## src/hdl/lsq_pkg.sv

```systemverilog
// Shared types, constants and helper functions for the largest-ones-square stream.
// No dependencies; every other file in hdl/ refers to this package by scoped name.
package lsq_pkg;

    // Frame geometry limits
    localparam int MAX_COLS = 1024;
    localparam int MAX_ROWS = 1024;

    // Field widths fixed by the interface
    localparam int SIDE_W = 11;
    localparam int CNT_W  = 11;
    localparam int IDX_W  = 1;

    // Position counter widths, derived from the limits
    localparam int COL_W = (MAX_COLS > 1) ? $clog2(MAX_COLS) : 1;
    localparam int ROW_W = (MAX_ROWS > 1) ? $clog2(MAX_ROWS) : 1;

    // Width wide enough to compare counts, limits and positions plus one
    localparam int CMP_A = (CNT_W > COL_W + 1) ? CNT_W : COL_W + 1;
    localparam int CMP_W = (CMP_A > ROW_W + 1) ? CMP_A : ROW_W + 1;

    // Register indexes
    localparam logic [IDX_W-1:0] REG_ROW_COUNT = IDX_W'(0);
    localparam logic [IDX_W-1:0] REG_COL_COUNT = IDX_W'(1);

    // Count reset value
    localparam logic [CNT_W-1:0] COUNT_RST = CNT_W'(1024);

    // One pixel in flight between the scheduler and the compute stage
    typedef struct packed {
        logic             pixel;
        logic             border;     // first processed row or column
        logic             frame_end;
        logic [COL_W-1:0] col;
    } t_slot;

    // A zero count acts as one, a count above the limit acts as the limit
    function automatic logic [CMP_W-1:0] clamp_count(
        input logic [CNT_W-1:0] v,
        input logic [CMP_W-1:0] top
    );
        logic [CMP_W-1:0] w;
        w = CMP_W'(v);
        if (v == '0) begin
            return CMP_W'(1);
        end else if (w > top) begin
            return top;
        end else begin
            return w;
        end
    endfunction

    function automatic logic [SIDE_W-1:0] min3(
        input logic [SIDE_W-1:0] a,
        input logic [SIDE_W-1:0] b,
        input logic [SIDE_W-1:0] c
    );
        logic [SIDE_W-1:0] m;
        m = (a < b) ? a : b;
        return (m < c) ? m : c;
    endfunction

endpackage

```

## src/hdl/lsq_sched.sv

```systemverilog
// Configuration registers, position counters and the read-issue stage.
// Depends on lsq_pkg. Issues one line-buffer read per accepted pixel.
module lsq_sched (
    input  logic                      i_clk,
    input  logic                      i_rst_n,
    input  logic                      i_cfg_we,
    input  logic [lsq_pkg::IDX_W-1:0]  i_cfg_idx,
    input  logic [lsq_pkg::CNT_W-1:0]  i_cfg_data,
    input  logic                      i_valid,
    input  logic                      i_pixel,
    input  logic                      i_adv,
    output logic                      o_stall,
    output logic                      o_rd_en,
    output logic [lsq_pkg::COL_W-1:0]  o_rd_addr,
    output logic                      o_slot_valid,
    output lsq_pkg::t_slot            o_slot
);

    logic [lsq_pkg::CNT_W-1:0] r_row_count;
    logic [lsq_pkg::CNT_W-1:0] r_col_count;
    logic [lsq_pkg::COL_W-1:0] r_col;
    logic [lsq_pkg::ROW_W-1:0] r_row;
    logic                      r_a_valid;
    lsq_pkg::t_slot            r_slot;

    logic [lsq_pkg::CMP_W-1:0] rows;
    logic [lsq_pkg::CMP_W-1:0] cols;
    logic                      last_col;
    logic                      last_row;
    logic                      accept;

    // Effective frame size
    assign rows = lsq_pkg::clamp_count(r_row_count, lsq_pkg::CMP_W'(lsq_pkg::MAX_ROWS));
    assign cols = lsq_pkg::clamp_count(r_col_count, lsq_pkg::CMP_W'(lsq_pkg::MAX_COLS));

    assign last_col = (lsq_pkg::CMP_W'(r_col) + lsq_pkg::CMP_W'(1)) >= cols;
    assign last_row = (lsq_pkg::CMP_W'(r_row) + lsq_pkg::CMP_W'(1)) >= rows;

    // Slot is free when empty or being taken by the compute stage
    assign o_stall = r_a_valid && !i_adv;
    assign accept  = i_valid && !o_stall;

    assign o_rd_en      = accept;
    assign o_rd_addr    = r_col;
    assign o_slot_valid = r_a_valid;
    assign o_slot       = r_slot;

    // Control state: configuration, counters, slot valid
    always_ff @(posedge i_clk) begin
        if (!i_rst_n) begin
            r_row_count <= lsq_pkg::COUNT_RST;
            r_col_count <= lsq_pkg::COUNT_RST;
            r_col       <= '0;
            r_row       <= '0;
            r_a_valid   <= 1'b0;
        end else begin
            if (i_cfg_we) begin
                unique case (i_cfg_idx)
                    lsq_pkg::REG_ROW_COUNT: r_row_count <= i_cfg_data;
                    lsq_pkg::REG_COL_COUNT: r_col_count <= i_cfg_data;
                    default: ;
                endcase
            end
            if (accept) begin
                if (last_col) begin
                    r_col <= '0;
                    r_row <= last_row ? '0 : r_row + lsq_pkg::ROW_W'(1);
                end else begin
                    r_col <= r_col + lsq_pkg::COL_W'(1);
                end
            end
            if (accept) begin
                r_a_valid <= 1'b1;
            end else if (i_adv) begin
                r_a_valid <= 1'b0;
            end
        end
    end

    // Slot payload
    always_ff @(posedge i_clk) begin
        if (accept) begin
            r_slot.pixel     <= i_pixel;
            r_slot.border    <= (r_row == '0) || (r_col == '0);
            r_slot.frame_end <= last_col && last_row;
            r_slot.col       <= r_col;
        end
    end

    // Stall only ever comes from a full slot
    a_stall_full : assert property (@(posedge i_clk) disable iff (!i_rst_n)
        o_stall |-> r_a_valid)
        else $error("stall raised with an empty slot");

endmodule

```

## config.mk

```make
export PLATFORM = sky130hd
export DESIGN_NAME = lsq_sched
export DESIGN_NICKNAME = d
export VERILOG_FILES = /design/src/hdl/lsq_pkg.sv /design/src/hdl/lsq_sched.sv
export SDC_FILE = /design/constraint.sdc
export NUM_CORES = 1
export LEC_CHECK = 0
export ABC_CLOCK_PERIOD_IN_PS = 3400
export BUFFER_PORTS_ARGS = -buffer_cell sky130_fd_sc_hd__buf_2
export CORE_MARGIN = 3
export CORE_UTILIZATION = 45
export DETAILED_ROUTE_END_ITERATION = 6
export PLACE_DENSITY = 0.64
export SLEW_MARGIN = 0
export SYNTH_ARGS = -nofsm -noshare
export SYNTH_HDL_FRONTEND = slang
export SYNTH_SLANG_ARGS = --single-unit
```

## constraint.sdc

```tcl
create_clock -name i_clk -period 3.4 [get_ports i_clk]
set_input_delay 0.85 -clock i_clk [delete_from_list [all_inputs] [get_ports i_clk]]
set_output_delay 0.85 -clock i_clk [all_outputs]
set_load 0.05 [all_outputs]
```

# ---- Word-level counts from Yosys, hierarchy flattened
# Index checks and enable logic that the tools add are counted.
# Widths: inputs -> output; s select.
dict set report totals {
  ff_bits 56
  input_bits 18
  out_inout_bits 26
}
dict set report op_classes {
  add_sub_neg 4
  n_lt_le_gt_ge 4
  muxes 8
  bitwise_logic 1
  reduce_logical 14
}
# cell n
set ops {}
lappend ops {{$mux 11} 4}
lappend ops {{$add 10x1->11 const B} 2}
lappend ops {{$ge 11x11->1} 2}
lappend ops {{$gt 11x11->1 const B} 2}
lappend ops {{$logic_not 11->1} 2}
lappend ops {{$add 10x1->10 const B} 2}
lappend ops {{$logic_not 10->1} 2}
lappend ops {{$mux 10} 2}
lappend ops {{$reduce_and 2->1} 3}
lappend ops {{$logic_and 1x1->1} 3}
lappend ops {{$logic_not 1->1} 2}
lappend ops {{$mux 1} 2}
lappend ops {{$reduce_bool 2->1} 1}
lappend ops {{$logic_or 1x1->1} 1}
lappend ops {{$not 1->1} 1}

# ---- Depth between registers and ports, before layout
dict set report logic_depth {
  depth_word 5
  depth_mapped 13
  depth_no_buf 12
}

# ---- Worst setup path after synthesis
# OpenSTA, ideal clock, no wires.
dict set report synth_timing {
  kind {register -> register}
  start {reg r_col (netlist bit o_rd_addr[0])}
  end {reg r_col (netlist bit o_rd_addr[5])}
  arrival_ns 3.065
  setup_slack_ns 0.269
  stages_incl_launch_ff 13
  n_path_buf 1
  path_cell_list {dfxtp_1 and3_1 nand3_1 nor3_1 xor2_1 ha_1 a21o_1 a21oi_1 o21ai_2 or3_1 buf_2 nand2b_4 a21boi_2}
}
dict set report synth_between {
  elab_chain_cells 3
  word_cells_on_any_way 4
}
# element line
set synth_lines {}
lappend synth_lines {{start, declared} lsq_sched.sv:21} ;# logic [lsq_pkg::COL_W-1:0] r_col;
lappend synth_lines {{start signal, assigned} lsq_sched.sv:69} ;# r_col <= r_col + lsq_pkg::COL_W'(1);
lappend synth_lines {{$add 10x1->11} lsq_sched.sv:36} ;# assign last_col = (lsq_pkg::CMP_W'(r_col) + lsq_pkg::CMP_W'(1)) >= cols;
lappend synth_lines {{$ge 11x11->1} lsq_sched.sv:36}
lappend synth_lines {{$mux 10 (*)} lsq_sched.sv:65} ;# if (last_col) begin
# Mark *: on every way between the ends. The rest lies on a longest branch, timed or not.
# A chain may end at the register's enable or synchronous reset.

# ---- Final worst setup path
dict set report layout_timing {
  start {reg r_row[0] (netlist name)}
  end {reg r_row[5] (netlist name)}
}
dict set report layout_between {
  elab_chain_cells 3
  word_cells_on_any_way 4
}
# element line
set layout_lines {}
lappend layout_lines {{start, declared} lsq_sched.sv:22} ;# logic [lsq_pkg::ROW_W-1:0] r_row;
lappend layout_lines {{start signal, assigned} lsq_sched.sv:67} ;# r_row <= last_row ? '0 : r_row + lsq_pkg::ROW_W'(1);
lappend layout_lines {{$add 10x1->11} lsq_sched.sv:37} ;# assign last_row = (lsq_pkg::CMP_W'(r_row) + lsq_pkg::CMP_W'(1)) >= rows;
lappend layout_lines {{$ge 11x11->1} lsq_sched.sv:37}
lappend layout_lines {{$mux 10 (*)} lsq_sched.sv:67}
# Marks and branches as above.

==> summary.md <==
| Metric | Value |
|---|---|
| Status | completed |
| Power, Total | 1340 µW |
| GR peak layer | met2 |
| Drt drc | 0 |
| Crit path capture type | flip-flop |
| Largest area contributor in the synthesized netlist | dfxtp_1 |
| Worst clock skew | 0.0109 ns |
| Mapped cell area | 3110 µm² |
| Power Density | 383 nW/µm² |
| Final setup violation count | 0 |
| Max-cap violation count | 0 |
| Slew @ Worst Pin | 0.685 ns |
| DR vias | 2,430 |
| Cts hold-fix bufs | 0 |
| Dpl hpwl | 4890 µm |
| Hold crit path type | flip-flop to flip-flop |
| Area growth, synth to finish | 12.8% |
| Die area | 7940 µm² |
| WS Path Type | flip-flop to flip-flop |
| Layout cells sized above 1 | 19.0% |
| Starting Density | 47.6% |
| CTS root buffer | clkbuf_8 |
| Total GRT Usage | 17.7% |
| Mapped Nets | 386 |
| IO buf count | 43 |
| Vias in the first global route | 2,368 |
| Top-count cell post-synth | nand2_1 |
| Grt met2 use | 27.7% |
| Netlist cell types | 45 |
| Fin crit share | 90.2% |
| Met1 GRT Util | 25.0% |
| Grt ovf | 0 |
| Post-Layout Cell Count | 461 |
| Per-cell routed wire length | 13.9 µm |
| DR iter-0 viols | 124 |
| Drt pass-1 iters | 4 |
| Critical Path Fanout Max | 6 |
| Post-CTS resize count | 0 |
| Worst path bufs/invs | 0 |
| First-pass GRT wire length | 11,000 µm |
| Startpoint types | flip-flop |
| Final ANT Viol Nets | 0 |
| Critical Path RT | 3.64 ns |
| Routability Congestion | 0.843 |
| RSZ-0062 raised after global routing | no |
| Sink Count | 56 |
| Clock transition at path regs | 0.11 ns |
| Post-synth EDFFs | 13 |
| Synth Warn # | 0 |
| Worst vdd ir | 210 µV |
| Core Area | 6530 µm² |
| Arr. time, crit path | 3.31 ns |
| Post-synth top flop | dfxtp_1 |
| Drt total wl | 6410 µm |
| Num CTS Buffers | 5 |
| Max Freq | 0.326 GHz |
| Clock buffer depth | 2 |
| Final TNS setup | 0 ns |
| Slowest stage delay, CP | 0.46 ns |
| Critical path's slowest cell | dfxtp_1 |
| Synth Instances | 342 |
| # IOs | 44 |
| CTS tree | done |
| CTS HTree Levels | 2 |
| Post-CTS setup buffers | 0 |
| Final-report max-slew violation count | 0 |
| Placed Cells | 453 |
| Number of antenna diodes | 0 |
| Mean Syn Cell Area | 9.09 µm² |
| Top-area cell type share of the netlist area | 27.7% |
| Die width | 89.1 µm |
| Register area share after synthesis | 40.2% |
| Relative slew slack | 54.2% |
| Clock period minus worst slack | 3.07 ns |
| Static Leak | 0.00151 µW |
| Dominant cells by area after synthesis | dfxtp_1, edfxtp_1, ha_1, nand2_1, a21boi_0 |
| Met3 Resource Use GR | 2.76% |
| Initial antenna violation count | 0 |
| Final nets | 427 |
| Row Count | 29 |
| Die Y | 89.1 µm |
| Largest net degree at the start of global routing | 41 |
| Clk Latency, worst-skew pair | 0.31 ns |
| Synth cell count leaders | nand2_1, dfxtp_1, ha_1, a21boi_0, inv_1 |
| Ys async rst share | 0% |
| Vias/cell | 5.27 |
| Final hold viol count | 0 |
| Worst Hold Margin | 0.481 ns |
| Worst-path cell chain | ha_1 > nand3_1 > or3_1 > xnor2_1 > ha_1 > and3_1 > o21ai_0 > nand3_1 > nor2_1 > a22oi_1 > o2bb2ai_1 |
| Synthesis-stage register bit count | 56 |
| Delay-heaviest family, CP | simple AND/OR/NAND/NOR gates |
-- state kept, by name, summed over array words and instances (netlist names) --
register      flops
o_slot_valid      1
r_row_count      11
o_slot           13
r_col_count      11
o_rd_addr        10
r_row            10
-- placed cells by master (no fill, tap or decap), drive strengths merged, types with 2 or more instances in the layout --
cell     Yosys  layout
clkbuf      11       5
nand2       79      79
inv         19      19
o21ai        7       7
nor3         5       5
o211ai       2       2
o21a         2       2
and3         4       4
nor2        14      14
xnor2        9       9
a21o         3       3
a31oi        3       3
ha          26      26
a22oi        2       2
nor4         6       6
and2         5       5
a21boi      27      27
buf          1      46
a22o         7       7
nand4        4       4
nand3       10      10
o22ai        2       2
xor2         7       7
edfxtp      13      13
dfxtp       43      43
o2bb2ai      2       2
a21oi        4       4
or3          3       3
nand2b      11      11
-- worst reg2reg max path: cells and delay by family, from the launching register on --
| kind | cells | cell delay (ns) |
|---|---|---|
| AOI/OAI and AO/OA | 3 | 0.55 |
| xor gates and xnor gates | 1 | 0.22 |
| DFF | 1 | 0.46 |
| and+or+nand+nor | 5 | 1.22 |
| adders and majority gates | 2 | 0.55 |
-- layout make-up --
cell class / count / area, µm²
fill: 645 / 3020
multi-input combinational: 255 / 1740
sequential: 56 / 1250
timing repair buffer: 46 / 238
tap: 77 / 96.3
inverter: 19 / 71.3
clock buffer: 5 / 68.8
clock inverter: 3 / 42.5
-- per-layer routing --
layer / vias to the layer above / part of all wire, %
met1: 1100 / 50
met3: 9 / 4.6
met4: 0 / 1.3
met5: - / 0
met2: 52 / 44
li1: 1269 / -
-- metrics by stage --
| step | instance area (µm²) | setup slack, ns | util, % |
|---|---|---|---|
| 6_report | 3510 | 0.332 | 53.7 |
| 5_1_grt | 3510 | 0.0440 | 53.7 |
| 4_1_cts | 3510 | 0.341 | 53.7 |
| 3_5_place_dp | 3400 | 0.404 | 52.0 |
| 3_3_place_gp | 3400 | 0.431 | 52.0 |
| 2_1_floorplan | 3110 | 0.269 | - |
-- power by group --
group | switching (µW) | total [µW] | internal, µW
clock network | 216 | 435 | 218
logic | 120 | 190 | 69.9
registers | 15.4 | 719 | 704
-- worst paths after layout --
| check | from | depth (start not counted) | to | slack (ns) |
|---|---|---|---|---|
| min | r_row_count[2] | 2 | r_row_count[2] | 0.48 |
| max | r_row[0] | 11 | r_row[5] | 0.33 |
| max reg2reg | r_row[0] | 11 | r_row[5] | 0.33 |
| min reg2reg | r_row_count[2] | 2 | r_row_count[2] | 0.48 |
-- cell families after synthesis --
| kind of cell | Yosys count | share of synthesized area (%) |
|---|---|---|
| simple gates | 145 | 23.4 |
| compound gates | 68 | 17.6 |
| flops | 56 | 40.2 |
| buf+inv | 31 | 3.78 |
| fa+ha+maj | 26 | 10.5 |
| xor+xnor | 16 | 4.51 |
(Power assumes the default switching activity.)
