[src/hdl/lsq_pkg.sv]
// Shared types, constants and helper functions for the largest-ones-square stream.
// No dependencies; every other file in hdl/ refers to this package by scoped name.
package lsq_pkg;

    // Frame geometry limits
    localparam int MAX_COLS = 1024;
    localparam int MAX_ROWS = 1024;

    // Field widths fixed by the interface
    localparam int SIDE_W = 11;
    localparam int CNT_W  = 11;
    localparam int IDX_W  = 1;

    // Position counter widths, derived from the limits
    localparam int COL_W = (MAX_COLS > 1) ? $clog2(MAX_COLS) : 1;
    localparam int ROW_W = (MAX_ROWS > 1) ? $clog2(MAX_ROWS) : 1;

    // Width wide enough to compare counts, limits and positions plus one
    localparam int CMP_A = (CNT_W > COL_W + 1) ? CNT_W : COL_W + 1;
    localparam int CMP_W = (CMP_A > ROW_W + 1) ? CMP_A : ROW_W + 1;

    // Register indexes
    localparam logic [IDX_W-1:0] REG_ROW_COUNT = IDX_W'(0);
    localparam logic [IDX_W-1:0] REG_COL_COUNT = IDX_W'(1);

    // Count reset value
    localparam logic [CNT_W-1:0] COUNT_RST = CNT_W'(1024);

    // One pixel in flight between the scheduler and the compute stage
    typedef struct packed {
        logic             pixel;
        logic             border;     // first processed row or column
        logic             frame_end;
        logic [COL_W-1:0] col;
    } t_slot;

    // A zero count acts as one, a count above the limit acts as the limit
    function automatic logic [CMP_W-1:0] clamp_count(
        input logic [CNT_W-1:0] v,
        input logic [CMP_W-1:0] top
    );
        logic [CMP_W-1:0] w;
        w = CMP_W'(v);
        if (v == '0) begin
            return CMP_W'(1);
        end else if (w > top) begin
            return top;
        end else begin
            return w;
        end
    endfunction

    function automatic logic [SIDE_W-1:0] min3(
        input logic [SIDE_W-1:0] a,
        input logic [SIDE_W-1:0] b,
        input logic [SIDE_W-1:0] c
    );
        logic [SIDE_W-1:0] m;
        m = (a < b) ? a : b;
        return (m < c) ? m : c;
    endfunction

endpackage

[src/hdl/lsq_calc.sv]
// Square-side recurrence, running maximum and output register.
// Depends on lsq_pkg. Writes each side back to the line buffer as it is produced.
module lsq_calc (
    input  logic                      i_clk,
    input  logic                      i_rst_n,
    input  logic                      i_slot_valid,
    input  lsq_pkg::t_slot            i_slot,
    input  logic [lsq_pkg::SIDE_W-1:0] i_below,
    input  logic                      i_stall,
    output logic                      o_adv,
    output logic                      o_wr_en,
    output logic [lsq_pkg::COL_W-1:0]  o_wr_addr,
    output logic [lsq_pkg::SIDE_W-1:0] o_wr_data,
    output logic                      o_valid,
    output logic [lsq_pkg::SIDE_W-1:0] o_square_side,
    output logic [lsq_pkg::SIDE_W-1:0] o_largest_side,
    output logic                      o_frame_end
);

    logic [lsq_pkg::SIDE_W-1:0] r_neighbor;
    logic [lsq_pkg::SIDE_W-1:0] r_diag;
    logic [lsq_pkg::SIDE_W-1:0] r_best;
    logic                       r_out_valid;
    logic [lsq_pkg::SIDE_W-1:0] r_square_side;
    logic [lsq_pkg::SIDE_W-1:0] r_largest_side;
    logic                       r_frame_end;

    logic [lsq_pkg::SIDE_W-1:0] side;
    logic [lsq_pkg::SIDE_W-1:0] n_best;
    logic                       fire;

    // Output register frees when empty or taken this cycle
    assign o_adv = !(r_out_valid && i_stall);
    assign fire  = i_slot_valid && o_adv;

    // Side recurrence
    always_comb begin
        priority if (i_slot.border) begin
            side = lsq_pkg::SIDE_W'(i_slot.pixel);
        end else if (!i_slot.pixel) begin
            side = '0;
        end else begin
            side = lsq_pkg::min3(r_diag, r_neighbor, i_below) + lsq_pkg::SIDE_W'(1);
        end
    end

    assign n_best = (side > r_best) ? side : r_best;

    assign o_wr_en   = fire;
    assign o_wr_addr = i_slot.col;
    assign o_wr_data = side;

    // Neighbour, diagonal and running maximum, cleared at frame end; output valid flag
    always_ff @(posedge i_clk) begin
        if (!i_rst_n) begin
            r_neighbor  <= '0;
            r_diag      <= '0;
            r_best      <= '0;
            r_out_valid <= 1'b0;
        end else begin
            if (fire) begin
                r_neighbor <= i_slot.frame_end ? '0 : side;
                r_diag     <= i_slot.frame_end ? '0 : i_below;
                r_best     <= i_slot.frame_end ? '0 : n_best;
            end
            if (fire) begin
                r_out_valid <= 1'b1;
            end else if (!i_stall) begin
                r_out_valid <= 1'b0;
            end
        end
    end

    // Output beat payload
    always_ff @(posedge i_clk) begin
        if (fire) begin
            r_square_side  <= side;
            r_largest_side <= n_best;
            r_frame_end    <= i_slot.frame_end;
        end
    end

    assign o_valid        = r_out_valid;
    assign o_square_side  = r_square_side;
    assign o_largest_side = r_largest_side;
    assign o_frame_end    = r_frame_end;

    // Running maximum covers the current side
    a_best_covers : assert property (@(posedge i_clk) disable iff (!i_rst_n)
        r_out_valid |-> (r_largest_side >= r_square_side))
        else $error("largest side below current side");

    // Maximum is cleared once the frame-end pixel has been computed
    a_best_clear : assert property (@(posedge i_clk) disable iff (!i_rst_n)
        (fire && i_slot.frame_end) |=> (r_best == '0))
        else $error("running maximum not cleared at frame end");

endmodule

[config.mk]
export PLATFORM = sky130hd
export DESIGN_NAME = lsq_calc
export DESIGN_NICKNAME = d
export VERILOG_FILES = /design/src/hdl/lsq_pkg.sv /design/src/hdl/lsq_calc.sv
export SDC_FILE = /design/constraint.sdc
export NUM_CORES = 1
export LEC_CHECK = 0
export ABC_AREA = 1
export BUFFER_PORTS_ARGS = -buffer_cell sky130_fd_sc_hd__buf_2
export CORE_AREA = 2 2 91 93
export CTS_CLUSTER_SIZE = 14
export DETAILED_ROUTE_END_ITERATION = 6
export DIE_AREA = 0 0 93 95
export GPL_TIMING_DRIVEN = 0
export PLACE_DENSITY = 0.68
export SLEW_MARGIN = 20
export SYNTH_ARGS = -nofsm -noshare
export SYNTH_HDL_FRONTEND = slang
export SYNTH_SLANG_ARGS = --single-unit
[constraint.sdc]
create_clock -name i_clk -period 11.4 [get_ports i_clk]
set_input_delay 1.14 -clock i_clk [delete_from_list [all_inputs] [get_ports i_clk]]
set_output_delay 1.14 -clock i_clk [all_outputs]
set_load 0.01 [all_outputs]
* After elaboration in Yosys (flattened, before gate mapping)
Index checks and enable logic that the tools add are counted.
** Cells by class
- Reductions and logical operators :: 3
- Order comparisons :: 3
- Equality and inequality tests :: 1
- Add/sub/neg operators :: 1
- Muxes and demuxes :: 10
** Operator list (number)
- $mux W11 :: 8
- $lt A11 B11 Y1 :: 2
- $add A11 B1 Y11 const B :: 1
- $gt A11 B11 Y1 :: 1
- $logic_and A1 B1 Y1 :: 2
- $mux W1 :: 2
- $ne A2 B1 Y1 const B :: 1
- $logic_not A1 Y1 :: 1
** Storage, ports and cells
- Output and inout bits :: 47
- Logic and storage cells :: 25
- Input bits :: 28
- Flip-flop bits (word level) :: 57

* Depth between registers and ports, before layout
- Depth in word-level cells :: 10
- Depth in mapped cells :: 40

* Worst setup path after synthesis
Ideal clock, no wire load.
- Path type :: register to register
- Start point :: register r_neighbor[10] (netlist bit)
- End point :: register r_largest_side (netlist bit o_largest_side[1]) (data pin)
- Library setup time :: 255 ps
- Buffers on the path :: 2
- Slack :: 6474 ps
- Data required time :: 11145 ps
- Period minus slack after synthesis :: 4926 ps
- Stages on the path, launching flop included :: 35
- Data arrival time :: 4672 ps
- Path through :: dfxtp_1 -> inv_1 -> ha_1 -> a21o_1 -> nor2_1 -> nand3_2 -> buf_2 -> nor2_1 -> a21oi_1 -> ha_1 -> nand2_1 -> o21a_1 -> o221a_2 -> buf_2 -> nand2_4 -> nand2_1 -> nand2_2 -> nand2_4 -> nor2_2 -> nand2_1 -> nor2_1 -> inv_1 -> nor2_1 -> nor2_1 -> nor2_1 -> ha_1 -> nand2_1 -> inv_1 -> a221oi_1 -> nand2_1 -> inv_1 -> nand3_2 -> nand2_2 -> nand2_1 -> and2_1
** On the way
- Cells in the longest elaborated chain, start to end :: 9
** Ends and longest elaborated chain
- start, declared :: RTL line lsq_calc.sv:20 : logic [lsq_pkg::SIDE_W-1:0] r_neighbor;
- start signal, assigned :: RTL line lsq_calc.sv:62 : r_neighbor <= i_slot.frame_end ? '0 : side;
- $lt A11 B11 Y1 :: RTL line lsq_pkg.sv:59 : m = (a < b) ? a : b;
- $mux W11 (*) :: RTL line lsq_pkg.sv:59
- $lt A11 B11 Y1 :: RTL line lsq_pkg.sv:60 : return (m < c) ? m : c;
- $mux W11 (*) :: RTL line lsq_pkg.sv:60
- $add A11 B1 Y11 (*) :: RTL line lsq_calc.sv:43 : side = lsq_pkg::min3(r_diag, r_neighbor, i_below) + lsq_pkg::SIDE_W'(1);
- $mux W11 (*) :: RTL line lsq_calc.sv:40 : end else if (!i_slot.pixel) begin
- $mux W11 (*) :: RTL line lsq_calc.sv:38 : priority if (i_slot.border) begin
- net o_wr_data, one bit :: RTL line lsq_calc.sv:13 : output logic [lsq_pkg::SIDE_W-1:0] o_wr_data,
- $gt A11 B11 Y1 (*) :: RTL line lsq_calc.sv:47 : assign n_best = (side > r_best) ? side : r_best;
- $mux W11 (*) :: RTL line lsq_calc.sv:47
- net n_best, one bit :: RTL line lsq_calc.sv:29 : logic [lsq_pkg::SIDE_W-1:0] n_best;
- end signal, assigned :: RTL line lsq_calc.sv:78 : r_largest_side <= n_best;
- end, declared :: RTL line lsq_calc.sv:25 : logic [lsq_pkg::SIDE_W-1:0] r_largest_side;
The timed path passes the listed nets; every way through them passes the cells marked *.
A chain may end at the register's enable or synchronous reset.

* Worst setup path after layout
- Start point :: register r_neighbor[10] (netlist bit)
- End point :: register r_largest_side (netlist bit o_largest_side[8]) (data pin)
** On the way
- Cells in the longest elaborated chain, start to end :: 9
** Ends and longest elaborated chain (RTL line)
- $lt A11 B11 Y1 :: lsq_pkg.sv:59
- $mux W11 (*) :: lsq_pkg.sv:59
- $lt A11 B11 Y1 :: lsq_pkg.sv:60
- $mux W11 (*) :: lsq_pkg.sv:60
- $add A11 B1 Y11 (*) :: lsq_calc.sv:43
- $mux W11 (*) :: lsq_calc.sv:40
- $mux W11 (*) :: lsq_calc.sv:38
- $gt A11 B11 Y1 :: lsq_calc.sv:47
- $mux W11 (*) :: lsq_calc.sv:47
- net n_best, one bit :: lsq_calc.sv:29
Marked as above.

==> run summary <==
Status -> finished clean
Die W -> 93 um
Final worst-path cycle share -> 0.506
Hold buffers post-CTS -> 0
H-tree depth -> 3
RSZ-0062 raised after global routing -> false
GP Congestion -> 0.936
Arr. time, crit path -> 5.87 ns
Rows -> 33
Routed Antenna Nets -> 0
Critical path's slowest cell -> dfxtp_1
WHS -> 0.468 ns
Cell variety after synth -> 28
Final slew viol count -> 0
Final wirelength -> 8.72 mm
Asr flop ratio synth -> 0
Final #Nets -> 620
Worst slack, placed -> 5.74 ns
Post-cts resize count -> 0
Most common cell in the netlist -> nand2_1
Fillers -> 787
Worst Path Buf+Inv -> 6
CP Max Fanout -> 10
Syn Area/Cell -> 7.32 um^2
Clock root cell -> clkbuf_8
Syn nets -> 545
Postcts setup bufs -> 0
Worst slew pin tran -> 0.848 ns
Leakage -> 2.06 nW
DR DRC count -> 0
Nature of the critical path startpoint -> flop
Leading area contributor after synthesis -> edfxtp_1
FF+latch count, synth -> 57
Clock latency on the worst-skew pair -> 0.34 ns
Min-Delay Path Class -> reg2reg
Grt total ovfl -> 0
Clk_skew -> 0.00652 ns
IO buf count -> 64
Max incr delay on CP -> 0.34 ns
Final hold vios -> 0
Max-cap violation count -> 0
CTS tree -> yes
Final Power -> 1.06 mW
Synth-to-layout area growth -> 17.5%
Rel. slew slack -> 0.434
Inserted Diodes -> 0
Detail Placement HPWL -> 6.69 mm
Crit path max-delay family -> simple AND/OR/NAND/NOR gates
Mapped cell area -> 3570 um^2
Crit Path Class -> reg2reg
Power Density -> 254 nW/um^2
Max IR drop VDD -> 0.000118 V
Largest net degree at the start of global routing -> 25
Initial antenna violation count -> 0
DR WL/cell -> 13.0 um
Number of synthesized flops with an enable pin -> 23
First-pass GRT wire length -> 14.1 mm
Share of layout cells above drive strength 1 -> 0.194
Yosys top cell area share -> 0.194
Starting density of the core -> 0.450
Syn Inst Count -> 487
Setup WS post-layout -> 5.63 ns
Synth Flop Type -> dfxtp_1
CTS sink count -> 57
Number of global-route vias before repair -> 3090
Clock buffer depth -> 2
Vias/cell -> 4.91
Detailed Route Iter0 Violations -> 123
Sequential area share after synthesis -> 0.384
Commonest cells post-synth -> nand2_1, inv_1, a21oi_1
Die Ht -> 95 um
GR Util All Layers -> 0.208
Fmax achieved -> 173 MHz
IO Count -> 75
Largest cells by area after synthesis -> edfxtp_1, dfxtp_1, nand2_1
Detailed-route via count -> 3301
Die ar. -> 8840 um^2
CTS Buf Count -> 9
Synth warn -> 0
Worst setup EP type -> flop
Period minus WS final -> 5.77 ns
CTS clk-pin slew, worst paths -> 0.07 ns
CP required -> 11.50 ns
Final setup vio count -> 0
Total Neg Setup Slack -> 0 ns
Core ar. -> 7930 um^2
Pre-antenna DRT Iters -> 4
## power by group
group	leakage, nW	internal, mW	switching (mW)
Sequential	0.507	0.286	0.0147
Combinational	1.46	0.220	0.375
Clock	0.0891	0.0839	0.0842
## layout make-up
cell class,count,area (um^2),area share
Tap cell,105,131,0.0313
Clock buffer,11,141,0.0337
Clock inverter,5,31.3,0.00746
Timing Repair Buffer,64,320,0.0764
Inverter,74,278,0.0663
Buffer,24,139,0.0331
Multi-Input combinational cell,332,1780,0.424
Sequential cell,57,1370,0.327
## final timing paths
check                              start                           to  slack [ns]  cells after the start
max          r_neighbor[10]$_SDFFE_PN0P_  o_largest_side[8]$_DFFE_PP_        5.63                     35
min              r_best[10]$_SDFFE_PN0P_      r_best[10]$_SDFFE_PN0P_        0.47                      2
max reg2reg  r_neighbor[10]$_SDFFE_PN0P_  o_largest_side[8]$_DFFE_PP_        5.63                     35
min reg2reg      r_best[10]$_SDFFE_PN0P_      r_best[10]$_SDFFE_PN0P_        0.47                      2
## metrics by stage
step / utilization / cells / instance area (um^2)
6_report: 0.529 / 672 / 4190
3_3_place_gp: 0.507 / 656 / 4020
3_5_place_dp: 0.507 / 656 / 4020
2_1_floorplan: - / 487 / 3570
4_1_cts: 0.529 / 672 / 4190
5_1_grt: 0.529 / 672 / 4190
## kinds of logic (layout without fill, tap and decap cells)
family | Yosys count | count (layout) | share of synthesized area
AOI/OAI and AO/OA | 68 | 68 | 0.104
adders and majority gates | 30 | 30 | 0.105
buffers and inverters | 98 | 178 | 0.117
DFF | 57 | 57 | 0.384
and+or+nand+nor | 234 | 234 | 0.290
## worst reg2reg max path, delay by kind of cell (launching register included)
kind | cells | cell delay [ns]
fa+ha+maj | 3 | 0.89
compound gates | 5 | 0.94
buf+inv | 6 | 0.70
flops | 1 | 0.34
simple gates | 21 | 2.64
## per-layer routing
| layer | share of wire | track usage | vias up |
|---|---|---|---|
| met5 | 0 | 0 | - |
| met1 | 0.45 | 0.253 | 1492 |
| met3 | 0.054 | 0.0415 | 14 |
| li1 | - | - | 1714 |
| met4 | 0.019 | 0.0944 | 0 |
| met2 | 0.48 | 0.356 | 81 |
## state kept, by name, indices dropped and copies added (netlist names)
| name | count |
|---|---|
| o_valid | 1 |
| o_frame_end | 1 |
| o_largest_side | 11 |
| r_best | 11 |
| o_square_side | 11 |
| r_diag | 11 |
| r_neighbor | 11 |
## placed cells by master, fill, tap and decap left out, types with 7 or more instances in the layout
master / instances
nand2_1: 131
inv_1: 73
buf_2: 67
a21oi_1: 52
nand3_1: 39
dfxtp_1: 34
nor2_1: 31
ha_1: 30
edfxtp_1: 23
and2_1: 12
buf_4: 12
clkbuf_1: 10
clkbuf_8: 10
o21ai_0: 7
Power figures use the tool's default switching activity.
